==> config.mk <==
export PLATFORM = sky130hd
export DESIGN_NAME = bounded_array_list
export DESIGN_NICKNAME = d
export VERILOG_FILES = /design/src/rtl/bal_pkg.sv /design/src/rtl/bal_cell.sv /design/src/rtl/bounded_array_list.sv
export SDC_FILE = /design/constraint.sdc
export NUM_CORES = 2
export LEC_CHECK = 0
export BUFFER_PORTS_ARGS = -buffer_cell sky130_fd_sc_hd__clkbuf_2
export CAP_MARGIN = 20
export CORE_ASPECT_RATIO = 0.7
export CORE_MARGIN = 1
export CORE_UTILIZATION = 54
export DETAILED_ROUTE_END_ITERATION = 6
export PLACE_DENSITY = 0.74
export SETUP_SLACK_MARGIN = 0.1
export SLEW_MARGIN = 30
export SYNTH_ARGS = -nofsm -noshare
export SYNTH_HDL_FRONTEND = slang
export SYNTH_SLANG_ARGS = --single-unit
==> constraint.sdc <==
create_clock -name clk_i -period 5.95 [get_ports clk_i]
set_input_delay 1.19 -clock clk_i [delete_from_list [all_inputs] [get_ports clk_i]]
set_output_delay 1.19 -clock clk_i [all_outputs]
set_load 0.1 [all_outputs]
==> src/rtl/bal_pkg.sv <==
package bal_pkg;

  localparam int unsigned DEPTH = 16;
  localparam int unsigned IDX_W = (DEPTH > 1) ? $clog2(DEPTH) : 1;
  localparam int unsigned CNT_W = $clog2(DEPTH + 1);
  localparam int unsigned DATA_W = 32;

  localparam logic [2:0] OP_PUSH_BACK  = 3'd0;
  localparam logic [2:0] OP_PUSH_FRONT = 3'd1;
  localparam logic [2:0] OP_INSERT     = 3'd2;
  localparam logic [2:0] OP_POP_BACK   = 3'd3;
  localparam logic [2:0] OP_POP_FRONT  = 3'd4;
  localparam logic [2:0] OP_REMOVE     = 3'd5;
  localparam logic [2:0] OP_FIND       = 3'd6;

  localparam logic [1:0] ST_DONE = 2'd0;
  localparam logic [1:0] ST_FULL = 2'd1;
  localparam logic [1:0] ST_BAD  = 2'd2;

  typedef struct packed {
    logic [2:0]               op;
    logic signed [DATA_W-1:0] value;
    logic [4:0]               index;
  } cmd_t;

  typedef struct packed {
    logic [1:0] status;
    logic       found;
    logic [3:0] position;
    logic [4:0] count;
  } res_t;

  // Broadcast to every cell: open a slot at 'at' or close the slot at 'at'.
  typedef struct packed {
    logic             ins;
    logic             del;
    logic [IDX_W-1:0] at;
  } ctrl_t;

endpackage

==> src/rtl/bal_cell.sv <==
module bal_cell (
  input  logic                      clk_i,
  input  bal_pkg::ctrl_t            ctrl_i,
  input  logic [bal_pkg::IDX_W-1:0] pos_i,
  input  logic [bal_pkg::DATA_W-1:0] value_i,
  input  logic [bal_pkg::DATA_W-1:0] left_i,
  input  logic [bal_pkg::DATA_W-1:0] right_i,
  output logic [bal_pkg::DATA_W-1:0] data_o,
  output logic                      match_o
);
  import bal_pkg::*;

  logic [DATA_W-1:0] data_q, data_d;

  always_comb begin
    data_d = data_q;
    if (ctrl_i.ins) begin
      if (pos_i == ctrl_i.at) begin
        data_d = value_i;
      end else if (pos_i > ctrl_i.at) begin
        data_d = left_i;
      end
    end else if (ctrl_i.del) begin
      if (pos_i >= ctrl_i.at) begin
        data_d = right_i;
      end
    end
  end

  // Payload only, no reset needed.
  always_ff @(posedge clk_i) begin
    data_q <= data_d;
  end

  assign data_o  = data_q;
  assign match_o = (data_q == value_i);

endmodule

==> src/rtl/bounded_array_list.sv <==
// Result: a command accepted at one clock edge has its result on res_o, with
// done_o high, during the next cycle.
// Throughput: one command per cycle; busy_o stays low, the cell row shifts
// and compares every entry in the same cycle. The receiver cannot stall.
// Reset: rst_ni clears the entry count and the result strobe at once; the
// entry words themselves are not reset and are read only below the count.
module bounded_array_list (
  input  logic          clk_i,
  input  logic          rst_ni,
  input  logic          start_i,
  output logic          busy_o,
  input  bal_pkg::cmd_t cmd_i,
  output logic          done_o,
  output bal_pkg::res_t res_o
);
  import bal_pkg::*;

  // Accept handshake: the list never blocks a command.
  logic accept;
  assign busy_o = 1'b0;
  assign accept = start_i && !busy_o;

  logic [CNT_W-1:0] count_q, count_d;
  logic             full, empty;
  assign full  = (count_q == CNT_W'(DEPTH));
  assign empty = (count_q == '0);

  // Decode the command into a slot open / slot close for the cell row.
  logic             ins, del;
  logic [IDX_W-1:0] at;
  logic [1:0]       status;
  logic [CNT_W-1:0] cnt_next;

  always_comb begin
    ins      = 1'b0;
    del      = 1'b0;
    at       = '0;
    status   = ST_DONE;
    cnt_next = count_q;
    unique case (cmd_i.op)
      OP_PUSH_BACK: begin
        if (full) begin
          status = ST_FULL;
        end else begin
          // Opening a slot at the count is a plain append.
          ins      = 1'b1;
          at       = IDX_W'(count_q);
          cnt_next = count_q + 1'b1;
        end
      end
      OP_PUSH_FRONT: begin
        if (full) begin
          status = ST_FULL;
        end else begin
          ins      = 1'b1;
          cnt_next = count_q + 1'b1;
        end
      end
      OP_INSERT: begin
        // Bad index is checked before full.
        if (32'(cmd_i.index) > 32'(count_q)) begin
          status = ST_BAD;
        end else if (full) begin
          status = ST_FULL;
        end else begin
          ins      = 1'b1;
          at       = IDX_W'(cmd_i.index);
          cnt_next = count_q + 1'b1;
        end
      end
      OP_POP_BACK: begin
        if (empty) begin
          status = ST_BAD;
        end else begin
          cnt_next = count_q - 1'b1;
        end
      end
      OP_POP_FRONT: begin
        if (empty) begin
          status = ST_BAD;
        end else begin
          del      = 1'b1;
          cnt_next = count_q - 1'b1;
        end
      end
      OP_REMOVE: begin
        // Covers remove on an empty list too.
        if (32'(cmd_i.index) >= 32'(count_q)) begin
          status = ST_BAD;
        end else begin
          del      = 1'b1;
          at       = IDX_W'(cmd_i.index);
          cnt_next = count_q - 1'b1;
        end
      end
      OP_FIND: begin
        // Read only; handled by the match vector below.
      end
      default: begin
        status = ST_BAD;
      end
    endcase
  end

  ctrl_t ctrl;
  assign ctrl.ins = accept && ins;
  assign ctrl.del = accept && del;
  assign ctrl.at  = at;

  // Cell row: each cell talks to its lower and upper neighbor.
  logic [DATA_W-1:0] cell_data [DEPTH];
  logic [DEPTH-1:0]  cell_match;

  for (genvar i = 0; i < DEPTH; i++) begin : g_cell
    logic [DATA_W-1:0] left, right;
    if (i == 0) begin : g_first
      assign left = cmd_i.value;        // unused: cell 0 loads value_i on an open at 0
    end else begin : g_mid_l
      assign left = cell_data[i-1];
    end
    if (i == DEPTH - 1) begin : g_last
      assign right = cell_data[i];      // top cell keeps its word on a close
    end else begin : g_mid_r
      assign right = cell_data[i+1];
    end

    bal_cell u_cell (
      .clk_i   (clk_i),
      .ctrl_i  (ctrl),
      .pos_i   (IDX_W'(i)),
      .value_i (cmd_i.value),
      .left_i  (left),
      .right_i (right),
      .data_o  (cell_data[i]),
      .match_o (cell_match[i])
    );
  end

  // Lowest live matching position; live means below the count.
  logic       hit;
  logic [3:0] hit_pos;
  always_comb begin
    hit     = 1'b0;
    hit_pos = '0;
    for (int i = DEPTH - 1; i >= 0; i--) begin
      if (cell_match[i] && (32'(i) < 32'(count_q))) begin
        hit     = 1'b1;
        hit_pos = 4'(i);
      end
    end
  end

  logic is_find;
  assign is_find = (cmd_i.op == OP_FIND);

  assign count_d = accept ? cnt_next : count_q;

  always_ff @(posedge clk_i or negedge rst_ni) begin
    if (!rst_ni) begin
      count_q <= '0;
      done_o  <= 1'b0;
    end else begin
      count_q <= count_d;
      done_o  <= accept;
    end
  end

  // Result payload, qualified by done_o.
  always_ff @(posedge clk_i) begin
    if (accept) begin
      res_o.status   <= status;
      res_o.found    <= is_find && hit;
      res_o.position <= is_find ? hit_pos : 4'd0;
      res_o.count    <= 5'(cnt_next);
    end
  end

endmodule

Yosys cells after proc, flatten, opt, wreduce, memory -nomap -nowiden:

Cells that the tools add are included.

* add/sub/neg operators: 2
* magnitude comparators: 49
* equality and inequality tests: 53
* multiplexer cells: 129
* bitwise logic cells: 1
* reductions and logical operators: 61

Operators with widths (count)
* 2-to-1 mux 32 bit: 77
* equality test 32 bit: 16
* 2-to-1 mux 4 bit: 12
* != test 3 x 1 -> 1 bit (second input constant): 15
* AND reduction 3 bit: 15
* < comparator 4 x 5 -> 1 bit (first input constant): 8
* nonzero test 2 bit: 17
* equality test 4 bit (first input constant): 8
* > comparator 4 bit (first input constant): 8
* greater-or-equal comparator 4 bit (first input constant): 7
* 2-to-1 mux 1 bit: 22
* < comparator 3 x 5 -> 1 bit (first input constant): 4
* 2-to-1 mux 5 bit: 4
* one-hot mux 5 bit (4 select lines): 1
* logical AND 1 bit: 19
* equality test 3 x 4 -> 1 bit (first input constant): 4
* greater-or-equal comparator 3 x 4 -> 1 bit (first input constant): 4
* > comparator 3 x 4 -> 1 bit (first input constant): 4
* 2-to-1 mux 3 bit: 4
* one-hot mux 4 bit (3 select lines): 1
* < comparator 1 x 5 -> 1 bit (first input constant): 2
* < comparator 2 x 5 -> 1 bit (first input constant): 2
* 2-to-1 mux 2 bit: 5
* one-hot mux 2 bit (5 select lines): 1
* 24 further kinds: 35

* flip-flop bits (word level): 530
* input bits: 43
* logic and storage cells: 320

Depth between registers and ports, before layout:

* depth in word-level cells: 19
* depth in mapped cells: 15

Modules after synthesis:

From an unflattened synthesis, not the netlist that was laid out.

* cells, all modules: 3364
* area total of the unflattened synthesis: 35348.9 µm²

Modules (own cells, without submodules)
* bal_cell (g_cell[11].u_cell ...): instances 11, cells each 196, area an instance 2090.8 µm²
* bal_cell (g_cell[0].u_cell ...): instances 5, cells each 196, area an instance 2089.5 µm²
* bounded_array_list: instances 1, cells each 228, area an instance 1903.1 µm²

Worst setup path before layout:

Ideal clock, no wire load.

* kind: input-to-reg
* start: input port cmd_i[1] in the netlist's numbering
* end: register g_cell[8].u_cell.data_q[0], enable pin
* setup time: 0.470 ns
* data arrival time: 5.149 ns
* required time: 5.480 ns
* slack: 0.331 ns
* cell stages on the path: 6
* buffers on the path: 0
* path through: ha_1 -> nor2b_1 -> o21a_1 -> nor4_1 -> o31ai_2 -> a211oi_1

* word-level cells in the longest chain between the ends: 6

RTL lines
* from (decl): line bounded_array_list.sv:12 `input bal_pkg::cmd_t cmd_i,`
* greater-or-equal comparator 5 bit (tied with other cells): line bounded_array_list.sv:88 `if (32'(cmd_i.index) >= 32'(count_q)) begin`
* 2-to-1 mux 4 bit (tied with other cells): line bounded_array_list.sv:88
* one-hot mux 4 bit (3 select lines) or one-hot mux 1 bit (2 select lines) (tied branches): line bounded_array_list.sv:40 `unique case (cmd_i.op)`
* > comparator 4 bit (tied with other cells): line bal_cell.sv:20 `end else if (pos_i > ctrl_i.at) begin`
* != test 3 x 1 -> 1 bit (no line) or nonzero test 2 bit (tied branches)
* AND reduction 3 bit (no line) *
* to (signal assigned): line bal_cell.sv:32 `data_q <= data_d;`
* to (decl): line bal_cell.sv:13 `logic [DATA_W-1:0] data_q, data_d;`

Every way passes the cells marked *; elsewhere a longest branch is shown, timed or not.
A chain may end at the register's enable or synchronous reset.

Worst setup path in the final report:

* start: register count_q[1]
* end: register g_cell[2].u_cell.data_q[24] (data pin)

* word-level cells in the longest chain between the ends: 7

RTL lines
* from (decl): line bounded_array_list.sv:23 `logic [CNT_W-1:0] count_q, count_d;`
* from (signal assigned): line bounded_array_list.sv:163 `count_q <= count_d;`
* branches (longest 6 deep; another with greater-or-equal comparator 5 bit)
* 2-to-1 mux 32 bit *: line bal_cell.sv:17 `if (ctrl_i.ins) begin`
* via g_cell[2].u_cell.data_d[24]: line bal_cell.sv:13
* to (signal assigned): line bal_cell.sv:32
* to (decl): line bal_cell.sv:13

Mark *: on every way through the listed nets, which the timed path passes.

==> run metrics <==
fillers 4974; vias in the first global route 25100; max_cap viols 0; Die X 297 um; CTS max path bufs 3; GR Overflow Total 0; CP peak stage delay 0.82 ns; placed inst area 33700 um^2; Avg Synthesized Cell Area 10.3 um^2; crit path DAT 5.08 ns; R2R Path Start count_q[1]$_DFFE_PN0P_; Ports 57; Area Overhead vs Synth 8.21%; die area 61800 um^2; Routed wire per std cell 28.1 um; Syn Nets about 3200; Nets 3156; largest area contributor in the netlist edfxtp_1; worst clock skew 0.0256 ns; Max Slew Vio Count 0; Post-Synthesis Cells 3183; Synth Warn # 0; dpl hpwl 81500 um; final hold vios 0; ys flop type edfxtp_1; Setup crit start kind register; Pre-Repair DR Iteration Count 7; initial antenna violation count 6; CP top delay family buffers and inverters; Worst-Skew Late Latency roughly 0.64 ns; fin area around 36000 um^2; placed cells 3852; hold_buf cts 0; fmax roughly 220 MHz; critical path capture point type register; minimum clock period 4.63 ns; post-synth cell types 70; largest net degree at the start of global routing 235; Initial Util 54.7%; setup TNS 0 ns; Rows 75; cts bufs inserted between 50 and 60; worst vdd ir 0.326 mV; clk sink count 530; total power approximately 12 mW; GP Congestion 1.04; post-CTS resize count 0; first-pass GRT wire length 164000 um; CP Class register to register; register bit total from synthesis 530; DRC viols 0; GRT Total Usage 35.3%; top cells by area, synth edfxtp_1 48%, xor2_1 8.7%, mux2i_1 6.4%; Reg clk slew, reported paths roughly 0.07 ns; Post-Place Setup Slack around 1.1 ns; sequential share of the synthesized area 48.4%; number of port buffers 55; Placeable Area 60000 um^2; via count 26400; crit path from count_q[1]$_DFFE_PN0P_; cell chain of the critical path inv_1, ha_1, nor2b_1, o21a_1, o31a_1, o21ai_1, and2_2, nand2_8, clkinv_8, buf_4, nand2_2, o211ai_1; Mapped Area between 30000 and 40000 um^2; post-synth top area share 47.9%; clk root buf clkbuf_16; worst setup margin 1.32 ns; Slowest cell on crit path dfrtp_1; Post-synth EDFFs between 500 and 600; Required @ worst endpoint 6.40 ns; Leak Pwr approximately 12 nW; 1st-iter DRT viols roughly 3900; Slew HR between 30 and 40%; Synth top cells by count 535 x nand2_1, 524 x edfxtp_1, 327 x xor2_1; H-tree Lvls 2; CP Max Fanout 83; reg2reg setup slack between 1 and 1.5 ns; CTS tree done; RSZ-0062 raised after global routing false; final hold slack 0.394 ns; status finished, final reports clean; Pwr per Cell Area 340 nW/um^2; Tightest Pin Transition 1.03 ns; post-layout util 59.2%; asr flop ratio synth 1.13%; final WL 111000 um; Hold Path Class input port to async pin; WP buf/inv 3; Vias/cell 6.67; setup violators final 0; layout cells sized above 1 10.8%; setup repair bufs after CTS 0; antenna-violating nets left 0; share of the clock period used by the worst path 77.9%; final cell count without fillers 3955; die height 208 um; most numerous cell in the Yosys netlist nand2_1
==> cells by family (layout without fill, tap and decap cells) <==
logic type	after synthesis	count (layout)	share of synthesized area, %
muxes	241	241	7.47
buffers and inverters	297	259	4.45
DFF	530	530	48.4
adders and majority gates	9	9	0.343
other	1	3	0.0114
xor gates and xnor gates	510	510	13.6
AOI/OAI and AO/OA	533	533	10.6
and+or+nand+nor	1062	1062	15.1
==> per-layer routing <==
metal  vias to the layer above  wire length [um]  GRT usage (%)
li1                      11400                 -              -
met5                         -                54              0
met4                         8              1530           5.15
met2                      1749             44900           48.4
met3                       140             19300           16.9
met1                     13100             45500           51.1
==> flip-flops by register name, summed over array words and instances, names as in the netlist <==
register / count
done_o: 1
count_q: 5
g_cell.u_cell.data_o: 512
res_o: 12
==> worst reg2reg max path, stage by stage (launching register included) <==
cell	delay, ns
dfrtp_1	0.82
inv_1	0.30
ha_1	0.38
nor2b_1	0.14
o21a_1	0.23
o31a_1	0.36
o21ai_1	0.22
and2_2	0.28
nand2_8	0.33
clkinv_8	0.42
buf_4	0.47
nand2_2	0.25
o211ai_1	0.28
==> layout by cell type (no fill, tap or decap), types with 10 or more instances in the layout <==
cell type | synthesis | routed
nand2_1 | 535 | 529
edfxtp_1 | 524 | 524
xor2_1 | 327 | 327
nand3_1 | 264 | 263
o211ai_1 | 240 | 240
mux2i_1 | 209 | 209
xnor2_1 | 183 | 183
o21ai_1 | 176 | 176
nor4_1 | 87 | 86
buf_4 | 22 | 80
nand4_1 | 56 | 56
clkbuf_2 | 0 | 55
clkbuf_16 | 0 | 54
o21ai_0 | 51 | 51
nand2_2 | 36 | 38
mux2_2 | 31 | 31
nor3_1 | 17 | 16
inv_1 | 14 | 14
nor2_1 | 21 | 14
clkinv_1 | 0 | 14
a21oi_1 | 17 | 12
nor2_4 | 5 | 12
nor2b_1 | 10 | 10
clkinv_2 | 0 | 10
==> report_power, final <==
group	total, mW	switching, mW	internal, mW
Combinational	3.21	2.24	0.974
Clock	3.52	1.56	1.96
Sequential	5.33	0.477	4.85
Total	12.1	4.28	7.79
==> cell type report <==
type	count	area, um^2	area share (%)
clock buffers	63	1390	3.90
diodes	2	5.00	0.0141
multi-input cells	2356	15700	44.1
repair buffers	147	1160	3.25
well taps	808	1010	2.85
clock inverters	34	347	0.976
inverters	15	68.8	0.194
flip-flops and latches	530	15900	44.7
==> path summary, 6_finish.rpt <==
kind,cells past startpoint,to
setup / recovery,12,g_cell[2].u_cell.data_o[24]$_DFFE_PP_
hold / removal,1,count_q[4]$_DFFE_PN0P_
setup reg to reg,12,g_cell[2].u_cell.data_o[24]$_DFFE_PP_
hold reg to reg,2,g_cell[14].u_cell.data_o[10]$_DFFE_PP_
min in group clk_i,2,g_cell[14].u_cell.data_o[10]$_DFFE_PP_
max in group asynchronous,1,count_q[0]$_DFFE_PN0P_
No activity file was read; power rests on OpenSTA's default activity.
